===== config.mk =====
export PLATFORM = sky130hd
export DESIGN_NAME = rmws_div
export DESIGN_NICKNAME = d
export VERILOG_FILES = /design/src/rtl/rmws_div.sv
export SDC_FILE = /design/constraint.sdc
export NUM_CORES = 1
export LEC_CHECK = 0
export BUFFER_PORTS_ARGS = -buffer_cell sky130_fd_sc_hd__buf_2
export CAP_MARGIN = 20
export CORE_ASPECT_RATIO = 0.7
export CORE_MARGIN = 1.5
export CORE_UTILIZATION = 55
export CTS_CLUSTER_SIZE = 40
export DETAILED_ROUTE_END_ITERATION = 6
export PLACE_DENSITY = 0.78
export SETUP_SLACK_MARGIN = 0.02
export SLEW_MARGIN = 15
export SYNTH_ARGS = -nofsm -noshare
export SYNTH_HDL_FRONTEND = slang
export SYNTH_SLANG_ARGS = --single-unit

===== constraint.sdc =====
create_clock -name clk_i -period 6.1 [get_ports clk_i]
set_clock_uncertainty 0.2 [all_clocks]
set_input_delay 1.525 -clock clk_i [delete_from_list [all_inputs] [get_ports clk_i]]
set_output_delay 1.525 -clock clk_i [all_outputs]
set_load 0.02 [all_outputs]

===== src/rtl/rmws_div.sv =====
// iterative unsigned divider, one quotient bit per cycle
`timescale 1ns / 1ps

module rmws_div #(
  parameter int DIVISOR_W = 27
) (
  input  logic                 clk_i,
  input  logic                 rst_ni,
  input  logic                 start_i,
  input  logic [63:0]          dividend_i,
  input  logic [DIVISOR_W-1:0] divisor_i,
  output logic                 done_o,
  output logic [63:0]          quot_o
);

  logic [63:0]          dq_q;
  logic [DIVISOR_W-1:0] rem_q;
  logic [DIVISOR_W-1:0] div_q;
  logic [5:0]           cnt_q;
  logic                 run_q;
  logic                 done_q;
  logic [DIVISOR_W:0]   rs;
  logic                 ge;

  assign rs = {rem_q, dq_q[63]};
  assign ge = rs >= {1'b0, div_q};

  always_ff @(posedge clk_i or negedge rst_ni) begin
    if (!rst_ni) begin
      run_q  <= 1'b0;
      done_q <= 1'b0;
      cnt_q  <= '0;
    end else begin
      done_q <= 1'b0;
      if (start_i) begin
        run_q <= 1'b1;
        cnt_q <= '0;
      end else if (run_q) begin
        cnt_q <= cnt_q + 6'd1;
        if (cnt_q == 6'd63) begin
          run_q  <= 1'b0;
          done_q <= 1'b1;
        end
      end
    end
  end

  always_ff @(posedge clk_i) begin
    if (start_i) begin
      dq_q  <= dividend_i;
      rem_q <= '0;
      div_q <= divisor_i;
    end else if (run_q) begin
      rem_q <= ge ? DIVISOR_W'(rs - {1'b0, div_q}) : rs[DIVISOR_W-1:0];
      dq_q  <= {dq_q[62:0], ge};
    end
  end

  assign done_o = done_q;
  assign quot_o = dq_q;

endmodule


; ---- Word-level counts from Yosys, hierarchy flattened
; Cells that the tools add are included.
[totals]
reg_bits = 126
elab_cells = 22
[op_classes]
addsub = 2
magnitude_cmp = 1
eq_ne = 1
muxes = 11
reduce_logical = 1
[ops]
columns = cell, count
row1 = $mux 64, 2
row2 = $ge 28x27->1, 1
row3 = $mux 27, 1
row4 = $sub 27x27->27, 1
row5 = $mux 6, 2
row6 = $add 6x1->6 const B, 1
row7 = $eq 6x6->1 const B, 1
row8 = $mux 1, 6
row9 = $reduce_bool 2->1, 1

; ---- Logic depth before layout (Yosys ltp)
; Gate-level depths: netlist (run 1).
[logic_depth]
ltp_word = 4
depth_mapped = 13

; ---- Least setup slack after synthesis (run 1)
; OpenSTA, ideal clock, no wires.
[synth_path]
path_kind = in2reg
from = input port start_i
to = register dq_q[0] (netlist: quot_o[0]), enable pin
setup_ps = 418
t_arrival_ps = 3455
required_ps = 5482
setup_slack_ps = 2027
path_stages = 4
path_buffers = 2
cell_sequence = clkbuf_1 clkbuf_1 nor2_1 inv_1
[synth_between]
elab_chain_cells = 1
[synth_lines]
columns = element, line
row1 = from (decl), 9  ; input logic start_i,
row2 = $reduce_bool 2->1 (no line), -
row3 = to (signal assigned), 50  ; dq_q <= dividend_i;
row4 = to (signal assigned), 55  ; dq_q <= {dq_q[62:0], ge};
row5 = to (decl), 16  ; logic [63:0] dq_q;
; Every way passes these cells.
; A chain may end at the register's enable or synchronous reset.

; ---- Worst setup path after layout (run 1)
[layout_path]
from = register dq_q[63] (netlist: quot_o[63])
to = register dq_q[0] (netlist: quot_o[0]), data pin
[layout_between]
elab_chain_cells = 3
[layout_lines]
columns = element, line
row1 = $ge 28x27->1, 26  ; assign ge = rs >= {1'b0, div_q};
row2 = $mux 64, 53  ; end else if (run_q) begin
row3 = $mux 64, 49  ; if (start_i) begin
; Every way passes these cells. The select of a mux whose other input is x is not followed.

==> results summary, run 1 <==
The proportion of power drawn by the clock network is 0.295. Of the total power, the share spent switching nets is 0.3621. Grouping stages by cell kind, the critical path spends the most delay in compound AO/OA/AOI/OAI gates. For this run, the number of Yosys warnings is 0.

The number of max-cap violations came out at 0. The synthesized area per cell is approximately 12 um^2. Buffers added to address setup during post-CTS repair amount to 0. The initial antenna violation count came out at 0. The total global routing overflow is 0. Entering global routing, the biggest net connects 66 pins.

The commonest cells after synthesis are sky130_fd_sc_hd__edfxtp_1, sky130_fd_sc_hd__mux2_2, sky130_fd_sc_hd__nor2_1. Of the cells placed in the final design, the portion with a size suffix greater than 1 is 0.3857. The CTS buffer count came out at 17. The cell depth of the worst hold path is 2.

The number of flops mapped to enable cells by yosys is 91. The clock period minus worst slack came out at between 3 and 4 ns. The number of global-route vias before repair is 5263. The total count of hold-check failures in the final report came to 0. For the pin with the worst max-slew slack, the measured transition is approximately 0.93 ns. The via count came out at between 5000 and 6000.

Leaving out filler cells and counting taps, the final layout contains 932. In this run the worst path has a maximum fanout of 23. The floorplan row count came out at 34. The clock-pin transition on the worst setup and hold timing paths came out at 0.06 ns.

STA puts the critical path data required time at 6.06 ns. CTS placed an instance of sky130_fd_sc_hd__clkbuf_16 at the clock tree root. The initial detailed-routing violation count came out at 502.

The starting density of the core came out at 0.5629. 0 antenna diodes ended up in the layout. The post-cts gate resize count came out at 0. The post-synthesis instance area came out at between 6000 and 7000 um^2. For this run, the leading register cell type out of synthesis is sky130_fd_sc_hd__edfxtp_1. 159 I/O pins were placed. Setup repair after global routing left no endpoint under its margin. The total power is approximately 0.0033 W. In this run the tightest slew margin relative to its limit is 0.3757. The net count after synthesis is slightly above 700. For the worst setup path, the data arrival time is 3.64 ns. Internal power comes to around 0.0021 W. The iteration count of the initial detailed-routing pass is 6. The fraction of registers with async set/reset is 0.06349. In this run the number of cells on the critical path is 10. The maximum vdd ir drop is approximately 0.24 mV.

The number of endpoints failing setup at the final stage came out at 0. Of the synthesized area, sequential elements account for 0.4985. In this run the power density over the cells is 393.9 nW/um^2. The die covers about 13000 um^2. The count of input and output buffers is 158. The worst setup path is of the flip-flop to flip-flop kind. STA classifies the critical path endpoint as a flip-flop. The number of nets with antenna violations after routing is 0. The chip width is approximately 140 um. The share of total power dissipated in sequential elements is 0.347. The area of the core is approximately 12000 um^2. In the routed layout, each cell is associated on average with a via count of about 5.7.

The number of buffer and inverter instances along the worst setup path came out at 1. After synthesis, the cell types taking the most area are sky130_fd_sc_hd__edfxtp_1, sky130_fd_sc_hd__mux2_2, sky130_fd_sc_hd__dfxtp_1, sky130_fd_sc_hd__ha_1, sky130_fd_sc_hd__dfrtp_1. Once layout is complete, the utilization of the core stands at 0.6817. The number of placed instances, taps included came out at 899. The highest attainable clock frequency came out at ~270 MHz.

The final sum of negative setup slack came out at 0 ns. The average wire per cell in the routed design came out at roughly 17 um. The H-tree depth reported by CTS came out at 4. The final period utilization came out at 0.6023. Walking the worst path, the cells encountered are inv_1 > ha_1 > fa_1 > nor2b_1 > o31ai_2 > a21oi_1 > o211ai_1 > a21o_1 > nand2_1 > mux2_2. The total count of max-transition violations in the final report came out at 0. The depth of the most critical reg-to-reg path came out at 10. The flow ran to the end, and the final reports show no timing, DRC or antenna violations. In this run the deepest clock path goes through 2 buffers. The clock net sink count is roughly 130.

For this run, the post-layout net count is 880. The global placement routability congestion came out at slightly above 0.9. Of the post-synthesis cell area, the dominant cell type holds 0.3922. The combinational share of power came out at 0.358. TritonCTS built the clock tree. The leakage power is about 3.6 nW.

The post-DP HPWL is 11270 um. The switching power of the nets came out at roughly 0.0012 W. sky130_fd_sc_hd__edfxtp_1 is the most common cell in the netlist. The global-route total usage across every layer is 0.2498. Measured along the y axis, the die boundary spans 97.17 um. The maximum single-stage delay on the critical path came out at between 0.5 and 0.6 ns. The number of unique standard cell types used by synthesis came out at 80. The first global-routing pass estimated ~26000 um of wire. The clock insertion delay at the later pin of the skew report came out at about 0.42 ns.

The synthesized design contains between 100 and 150 register bits. Of all cell types, the one taking the most synthesized area is sky130_fd_sc_hd__edfxtp_1. The final routed DRC violation total came out at 0.

The number of hold buffers added after CTS was 0. The startpoint type of the worst setup path is a flip-flop. The worst hold path belongs to the class flip-flop to flip-flop. The relative area change from synthesis to final layout is 21.12%. The gate count after technology mapping came out at a little over 600.

On the critical path, the stage with the largest delay is an instance of sky130_fd_sc_hd__nand2_1. The routed design has between 15000 and 20000 um of wire.
-- sequential cells by signal, summed over array words and instances, names as in the netlist --
name	cells
quot_o	64
div_q	27
rem_q	27
cnt_q	6
done_o	1
run_q	1
-- worst reg2reg max path: cells and delay by family (launching register included) --
family | cells | cell delay (ns)
fa+ha+maj | 2 | 0.39
flops | 1 | 0.42
simple gates | 2 | 0.66
compound gates | 4 | 1.12
buf+inv | 1 | 0.08
mux | 1 | 0.54
-- routing by layer --
| layer | up-vias | wire length, um | global-route usage |
|---|---|---|---|
| li1 | 2574 | - | - |
| met1 | 2557 | 7461 | 0.3483 |
| met2 | 196 | 7477 | 0.3888 |
| met3 | 22 | 952 | 0.05425 |
| met4 | 0 | 233 | 0.07935 |
| met5 | - | 0 | 0 |
-- cells in the final DEF, fill, tap and decap left out, types with 9 or more instances in the layout --
| master | Yosys | routed |
|---|---|---|
| sky130_fd_sc_hd__inv_1 | 38 | 37 |
| sky130_fd_sc_hd__a21oi_1 | 28 | 28 |
| sky130_fd_sc_hd__nor2_1 | 48 | 48 |
| sky130_fd_sc_hd__nor3_1 | 11 | 11 |
| sky130_fd_sc_hd__a311oi_2 | 10 | 10 |
| sky130_fd_sc_hd__ha_1 | 28 | 28 |
| sky130_fd_sc_hd__a21o_1 | 10 | 10 |
| sky130_fd_sc_hd__edfxtp_1 | 91 | 91 |
| sky130_fd_sc_hd__nand2_1 | 35 | 35 |
| sky130_fd_sc_hd__dfxtp_1 | 27 | 27 |
| sky130_fd_sc_hd__o21ai_0 | 13 | 13 |
| sky130_fd_sc_hd__mux2_2 | 64 | 64 |
| sky130_fd_sc_hd__buf_2 | 5 | 157 |
| sky130_fd_sc_hd__nand3_1 | 9 | 9 |
| sky130_fd_sc_hd__clkbuf_16 | 0 | 17 |
| sky130_fd_sc_hd__o211ai_1 | 9 | 9 |
| sky130_fd_sc_hd__o21a_1 | 12 | 12 |
-- power groups by stage --
stage / Clock (W) / Combinational, W / Sequential [W]
global route: 0.00103 / 0.00129 / 0.00117
CTS: 0.000997 / 0.00117 / 0.00115
detailed placement: 0 / 0.00116 / 0.00116
finish: 0.000982 / 0.00119 / 0.00115
global placement: 0 / 0.00113 / 0.00116
floorplan: 0 / 0.000868 / 0.00121
-- logic make-up (layout without fill, tap and decap cells) --
logic type,Yosys count,after routing,synth area share
compound gates,147,147,0.1715
buf+inv,66,232,0.04112
mux,67,67,0.1077
fa+ha+maj,29,29,0.05315
flops,126,126,0.4985
xor+xnor,12,12,0.01508
simple gates,157,157,0.1130
-- through the flow --
stage	cell area [um^2]	hold WS (ns)	setup WS, ns
after floorplan	6968	0.2679	2.027
after global routing	8439	0.3174	2.217
after global placement	7844	0.2813	2.539
after CTS	8419	0.2969	2.481
final	8439	0.2961	2.426
after detailed placement	7844	0.2864	2.474
-- path summary, 6_finish.rpt --
kind	startpoint	slack [ns]	endpoint
min in group asynchronous	rst_ni	0.75	cnt_q[1]$_DFFE_PN0P_
worst min-delay path	rem_q[9]$_SDFFE_PP0P_	0.30	rem_q[9]$_SDFFE_PP0P_
worst min register to register	rem_q[9]$_SDFFE_PP0P_	0.30	rem_q[9]$_SDFFE_PP0P_
worst max register to register	quot_o[63]$_DFFE_PP_	2.43	quot_o[0]$_DFFE_PP_
worst max-delay path	quot_o[63]$_DFFE_PP_	2.43	quot_o[0]$_DFFE_PP_
max in group asynchronous	rst_ni	4.76	run_q$_DFF_PN0_
-- cell type report --
type	instances	area [um^2]
clock buffer	17	425.4
clock inverter	15	150.1
fill	902	3940
inverter	38	142.6
multi-input combinational	412	3208
sequential	126	3475
tap	162	202.7
timing repair buffer	162	835.8
Power figures use the tool's default switching activity.
==> run 2: changes to the inputs <==
- clock period: 6.1 -> 3.6 ns (I/O delays scaled with it)
==> run 2 against run 1 <==
Compared with the run above: worst hold slack lost 0.17 ns; cell count grew 0.54%; fmax grew 13%; non-clock buffer count grew 5; design area grew 0.85%; register-to-register slack lost 2.1 ns; wire length shrank 1.2%; via count grew 0.21%; global-route usage grew 0.070 points; critical path depth grew 1; sequential cell count is the same; combinational power grew 73%.
==> results summary, run 2 (synthesis gave the netlist of run 1 again) <==
The depth of the most critical reg-to-reg path is 11. The finished layout holds about 940 standard cells, fillers aside. Timing analysis after detailed placement gives a worst setup slack of between 0.3 and 0.4 ns. After detailed routing, the average wire length per cell comes to between 15 and 20 um.

The chip width came out at 137.5 um. Walking the worst path, the cells encountered are inv_1 > ha_1 > fa_1 > nor2b_1 > o31ai_2 > a21oi_1 > o211ai_1 > a21oi_4 > nor2_4 > or3b_1 > a311oi_2. The initial antenna violation count came out at 0. Setup total negative slack on the finished layout was measured at 0 ns. The number of flip-flops under the largest register name came out at 64. At the pin with the least slew margin, the transition time is about 0.68 ns.

The clock insertion delay at the later pin of the skew report is 0.42 ns. The worst endpoint required time is approximately 3.7 ns. The run finished with clean final reports. The top fanout value on the critical path came out at 22. The number of placed instances, taps included came out at roughly 900.

Setup violations remaining at the end of the flow were counted as 0. The CTS buffer count is 17. The first-pass GRT wire length came out at approximately 26000 um.

The clock net sink count came out at 126. Buffers added to address setup during post-CTS repair amount to 0. The total count of max-transition violations in the final report is 0. The final routed DRC violation total came out at 0. The largest buffer count on any clock path is 2. The global-route total usage across every layer is 0.2505. Summed over all layers, the routed wires come to 15930 um. The count of nets left with antenna violations once routing finished came out at 0. The global placement routability congestion is around 0.94. The analysis attributes to net switching a power of between 0.002 and 0.0025 W. The worst setup path is launched from a flip-flop. The initialized floorplan defines 34 standard-cell rows. The cell sitting at the root of the clock tree is a sky130_fd_sc_hd__clkbuf_16. The total overflow left after global routing is 0. The type of the setup path with the least slack is flip-flop to flip-flop. For this block, the via count after detailed routing is 5360.

The maximum vdd ir drop came out at roughly 0.49 mV. The switching portion of total power is 0.3658. The slack of the worst reg-to-reg path came out at about 0.35 ns. The kind of end point of the critical path is a flip-flop.

The highest-delay cell along the critical path is sky130_fd_sc_hd__or3b_1. Setup repair after global routing left no endpoint under its margin. The number of global-route vias before repair is between 5000 and 6000. The maximum single-stage delay on the critical path is 0.42 ns. The clock period could shrink to around 3.3 ns. The worst min-delay path class is input pin to asynchronous set/reset pin. For this configuration, the core starts out at a cell density of 0.5629. Once the clock tree was built, the resizer swapped 0 gates to a different size. The proportion of power drawn by the clock network came out at 0.301. The combinational share of power is 0.360. The pin count of the biggest net entering global routing came out at 65. The leakage power is between 3 and 4 nW. The relative area change from synthesis to final layout came out at 22.14%.

The initial detailed-routing violation count came out at about 380. Timing would allow up to 307.7 MHz. The iteration count of the initial detailed-routing pass came out at 5. The startpoint identified for the worst register-to-register timing path is quot_o[63]$_DFFE_PP_. The post-cts hold buffer count is 0. The power density of the placed cells is 674.1 nW/um^2. The via density per instance is between 5 and 6. TritonCTS built the clock tree.

The share of layout cells above drive strength 1 is 0.3910. The H-tree depth reported by CTS is 4. The number of max-cap violations is 0. The most common cell after layout, fill and taps aside is sky130_fd_sc_hd__buf_2.

The die area is between 10000 and 15000 um^2. The register share of total power came out at 0.339. The number of nets in the final layout is between 800 and 900.

The final worst slack is between 0.3 and 0.4 ns. The total power is ~0.0057 W. The total count of hold-check failures in the final report is 0. The final-layout fill cell count came out at 929. After clock tree synthesis, the clock-pin slew on the worst setup and hold paths is 0.06 ns. Cell internal power was estimated by the tool at around 0.0036 W.

The area of the core is around 12000 um^2. The post-DP HPWL is 11350 um. approximately 160 I/O pins were placed. The antenna diode count came out at 0. The arrival time reported for the critical path endpoint is approximately 3.4 ns. The worst flop-to-flop path endpoint is rem_q[11]$_SDFFE_PP0P_. The worst relative slew slack is 0.5458. Input and output buffers added on the ports amount to approximately 160.

The height of the die came out at ~97 um. Leaving out fill and tap cells, the most frequent cells in the layout are sky130_fd_sc_hd__buf_2, sky130_fd_sc_hd__edfxtp_1, sky130_fd_sc_hd__mux2_2. The final period utilization came out at 0.9029.
[run 2: changes by cell type in the layout (fill, tap and decap cells not counted)]
cell	previous run	this run
sky130_fd_sc_hd__clkinv_1	1	0
sky130_fd_sc_hd__clkinv_8	0	2
sky130_fd_sc_hd__inv_8	2	3
sky130_fd_sc_hd__buf_4	4	8
sky130_fd_sc_hd__inv_6	5	6
sky130_fd_sc_hd__buf_12	1	2
sky130_fd_sc_hd__clkinvlp_4	2	3
sky130_fd_sc_hd__clkinv_4	4	0
[run 2: final cells by class]
cell class | count | area (um^2) | share of cell area
Sequential cell | 126 | 3475 | 0.4083
Multi-Input combinational cell | 412 | 3208 | 0.3769
Timing Repair Buffer | 167 | 885.9 | 0.1041
Clock buffer | 17 | 425.4 | 0.04999
Tap cell | 162 | 202.7 | 0.02382
Clock inverter | 15 | 171.4 | 0.02014
Inverter | 38 | 142.6 | 0.01676
[run 2: worst max path at each step]
stage / from / to / slack (ns) / cells past startpoint
4_1_cts: quot_o[63]$_DFFE_PP_ / rem_q[11]$_SDFFE_PP0P_ / 0.37 / 11
3_3_place_gp: quot_o[63]$_DFFE_PP_ / rem_q[21]$_SDFFE_PP0P_ / 0.54 / 11
2_1_floorplan: start_i / quot_o[0]$_DFFE_PP_ / 0.15 / 4
5_1_grt: quot_o[63]$_DFFE_PP_ / rem_q[25]$_SDFFE_PP0P_ / 0.08 / 11
3_5_place_dp: quot_o[63]$_DFFE_PP_ / rem_q[11]$_SDFFE_PP0P_ / 0.39 / 11
6_report: quot_o[63]$_DFFE_PP_ / rem_q[11]$_SDFFE_PP0P_ / 0.35 / 11
[run 2: metal layers]
layer,vias up,part of all wire,global-route usage
met2,170,0.47,0.3819
met1,2585,0.47,0.3607
li1,2583,-,-
met5,-,0,0
met4,0,0.012,0.07773
met3,22,0.055,0.04956
[run 2: per-stage QoR]
stage	instance area (um^2)	util	hold slack, ns
6_report	8511	0.6875	0.1229
5_1_grt	8511	0.6875	0.1265
4_1_cts	8511	0.6875	0.1138
3_5_place_dp	7914	0.6393	0.2928
3_3_place_gp	7914	0.6393	0.2829
2_1_floorplan	6968	-	0.2679
[run 2: critical path: cells and delay by family, from the launching register on]
family	cells	cell delay [ns]
fa+ha+maj	2	0.63
simple gates	3	0.83
compound gates	5	1.06
flops	1	0.38
buf+inv	1	0.06
[run 2: power by group through the flow]
stage | combinational (W) | sequential, W | clock [W]
3_5_place_dp | 0.00202 | 0.00197 | 0
4_1_cts | 0.00204 | 0.00194 | 0.00175
3_3_place_gp | 0.00196 | 0.00196 | 0
5_1_grt | 0.00225 | 0.00197 | 0.00181
2_1_floorplan | 0.00147 | 0.00205 | 0
6_report | 0.00206 | 0.00195 | 0.00173
==> run 3: changes to the inputs <==
- GPL_TIMING_DRIVEN: default -> 0
==> run 3 against run 2 <==
Compared with the run above: clock-buffer cell count is the same; fmax shrank 1.5%; cell count grew 2.0%; register-to-register slack lost 0.05 ns; clock power shrank 3%; die area is the same; via count grew 5.3%; combinational power grew 5%; critical path depth is the same; largest power group unchanged; highest routed layer unchanged.
==> results summary, run 3 (synthesis gave the netlist of run 1 again) <==
The post-cts hold buffer count is 0. For the worst setup path, the data arrival time is ~3.3 ns. The clock insertion delay at the later pin of the skew report is 0.42 ns. The pin count of the biggest net entering global routing is 65.

The global placement routability congestion came out at approximately 0.92. The initial antenna violation count is 0. In the final layout, the multi-input gates occupy between 3000 and 4000 um^2. For this block, the via count after detailed routing is about 5600. The chip width is ~140 um.

The number of gates resized after CTS was 0. The final sum of negative setup slack is 0 ns. The number of max-cap violations came out at 0. The number of top-level pins is around 160. The die area is between 10000 and 15000 um^2. In this run the deepest clock path goes through 2 buffers. The floorplan row count came out at 34. The startpoint type of the worst setup path is a flip-flop. In the layout the commonest cells are sky130_fd_sc_hd__buf_2, sky130_fd_sc_hd__edfxtp_1, sky130_fd_sc_hd__mux2_2.

The floorplan step set the die height to slightly below 100 um. The iteration count of the initial detailed-routing pass is 5. The pin slew with the least headroom to its limit is 0.8000 ns. The highest attainable clock frequency is between 300 and 400 MHz. The top fanout value on the critical path is 10.

In the global route stage, overall resource usage came out at 0.2780. Across the VDD grid, the largest voltage drop is roughly 0.4 mV. In this run, the number of DRC markers left after iteration 0 of detailed routing was approximately 490.

The first-pass GRT wire length came out at 28510 um. The floorplan step defined a core boundary enclosing between 10000 and 15000 um^2. The starting density of the core is 0.5629. The worst endpoint required time came out at 3.58 ns. The buffer type at the clock tree root is sky130_fd_sc_hd__clkbuf_16. The count of input and output buffers came out at 158. The total count of max-transition violations in the final report is 0. Compared with the post-synthesis result, the final layout area differs by 22.68%.

The critical path is of the flip-flop to flip-flop type. The clock period minus worst slack came out at about 3.3 ns. Counting the fill cells in the layout gives 891. The sequential cell area came out at approximately 3500 um^2. Leaving out fill and tap cells, the most frequent cell in the layout is sky130_fd_sc_hd__buf_2. Using the TritonRoute via totals, the vias-per-cell ratio works out to around 5.9. The total global routing overflow is 0. The number of global-route vias before repair came to 5641. The tightest min-delay check is of the input pin to asynchronous set/reset pin type. The leakage power came out at between 3 and 4 nW. TritonCTS built the clock tree. Summed over all layers, the routed wires come to 17730 um. After clock tree synthesis, the clock-pin slew on the worst setup and hold paths is approximately 0.06 ns.

The final period utilization came out at 0.9167. The number of flip-flops under the largest register name is 64. The final routed DRC violation total came out at 0. The antenna diode count is 0. The number of post-CTS setup repair buffers is 0. The worst relative slew slack came out at 0.4666. Power spread over the standard cell area amounts to between 600 and 700 nW/um^2. The flow ran to the end, and the final reports show no timing, DRC or antenna violations. The total power came out at ~0.0058 W. The clock net sink count came out at 126. The CTS buffer count came out at 17. The total count of hold-check failures in the final report came out at 0. Setup repair after global routing left no endpoint under its margin. Of the cells placed in the final design, the portion with a size suffix greater than 1 is 0.3816. Once detail routing completed, the nets flagged for antenna violations numbered 0. The average wire per cell in the routed design came out at 18.54 um. The H-tree depth reported by CTS came out at 4. The post-DP HPWL is 12800 um. The number of nets in the final layout is around 900. Setup violations remaining at the end of the flow were counted as 0. The kind of end point of the critical path is a flip-flop.
## run 3: worst max-delay path, stage by stage (launching register included)
cell and delay (ns):
sky130_fd_sc_hd__edfxtp_1 0.44, sky130_fd_sc_hd__inv_1 0.10, sky130_fd_sc_hd__ha_1 0.18, sky130_fd_sc_hd__fa_1 0.21, sky130_fd_sc_hd__nor2b_1 0.08, sky130_fd_sc_hd__o31ai_2 0.32
sky130_fd_sc_hd__a21oi_1 0.18, sky130_fd_sc_hd__o211ai_1 0.34, sky130_fd_sc_hd__a21o_1 0.31, sky130_fd_sc_hd__nand2_2 0.16, sky130_fd_sc_hd__buf_2 0.25, sky130_fd_sc_hd__mux2_2 0.29
## run 3: path summary, 6_finish.rpt
kind / startpoint / to / slack, ns / cells past startpoint
max: quot_o[63]$_DFFE_PP_ / quot_o[0]$_DFFE_PP_ / 0.30 / 11
min: rst_ni / cnt_q[0]$_DFFE_PN0P_ / 0.11 / 1
max reg2reg: quot_o[63]$_DFFE_PP_ / quot_o[0]$_DFFE_PP_ / 0.30 / 11
min reg2reg: rem_q[22]$_SDFFE_PP0P_ / rem_q[22]$_SDFFE_PP0P_ / 0.30 / 2
max in group asynchronous: rst_ni / run_q$_DFF_PN0_ / 2.92 / 1
min in group clk_i: rem_q[22]$_SDFFE_PP0P_ / rem_q[22]$_SDFFE_PP0P_ / 0.30 / 2
## run 3: area by class of cell
type | instances | share of cell area
timing repair buffer | 158 | 0.09251
clock buffer | 17 | 0.04977
multi-input combinational | 412 | 0.3756
inverter | 38 | 0.01727
sequential | 126 | 0.4063
clock inverter | 15 | 0.01756
tap | 162 | 0.02371
buffer | 28 | 0.01727
## run 3: metal layers
metal	track usage	vias to the layer above	wire length, um
met3	0.06155	43	1283
met5	0	-	0
li1	-	2625	-
met4	0.1069	0	432
met2	0.4277	255	8233
met1	0.3832	2720	7779
## run 3: metrics by stage
stage            util  setup slack (ns)  cells  hold slack [ns]  cell area (um^2)
6_report       0.6905            0.3000    956           0.1060              8548
5_1_grt        0.6905           0.07668    956           0.1127              8548
4_1_cts        0.6898           0.05845    956           0.1049              8539
3_5_place_dp   0.6433           -0.3481    924           0.3022              7964
3_3_place_gp   0.6431            -1.314    924           0.2867              7961
2_1_floorplan       -            0.1518    604           0.2679              6968
## run 3: power by group
group	leakage [nW]	total [W]	switching (W)	internal [W]
Clock	0.283	0.00168	0.000711	0.000969
Sequential	1.27	0.00195	0.000157	0.00180
Combinational	2.08	0.00217	0.00127	0.000904
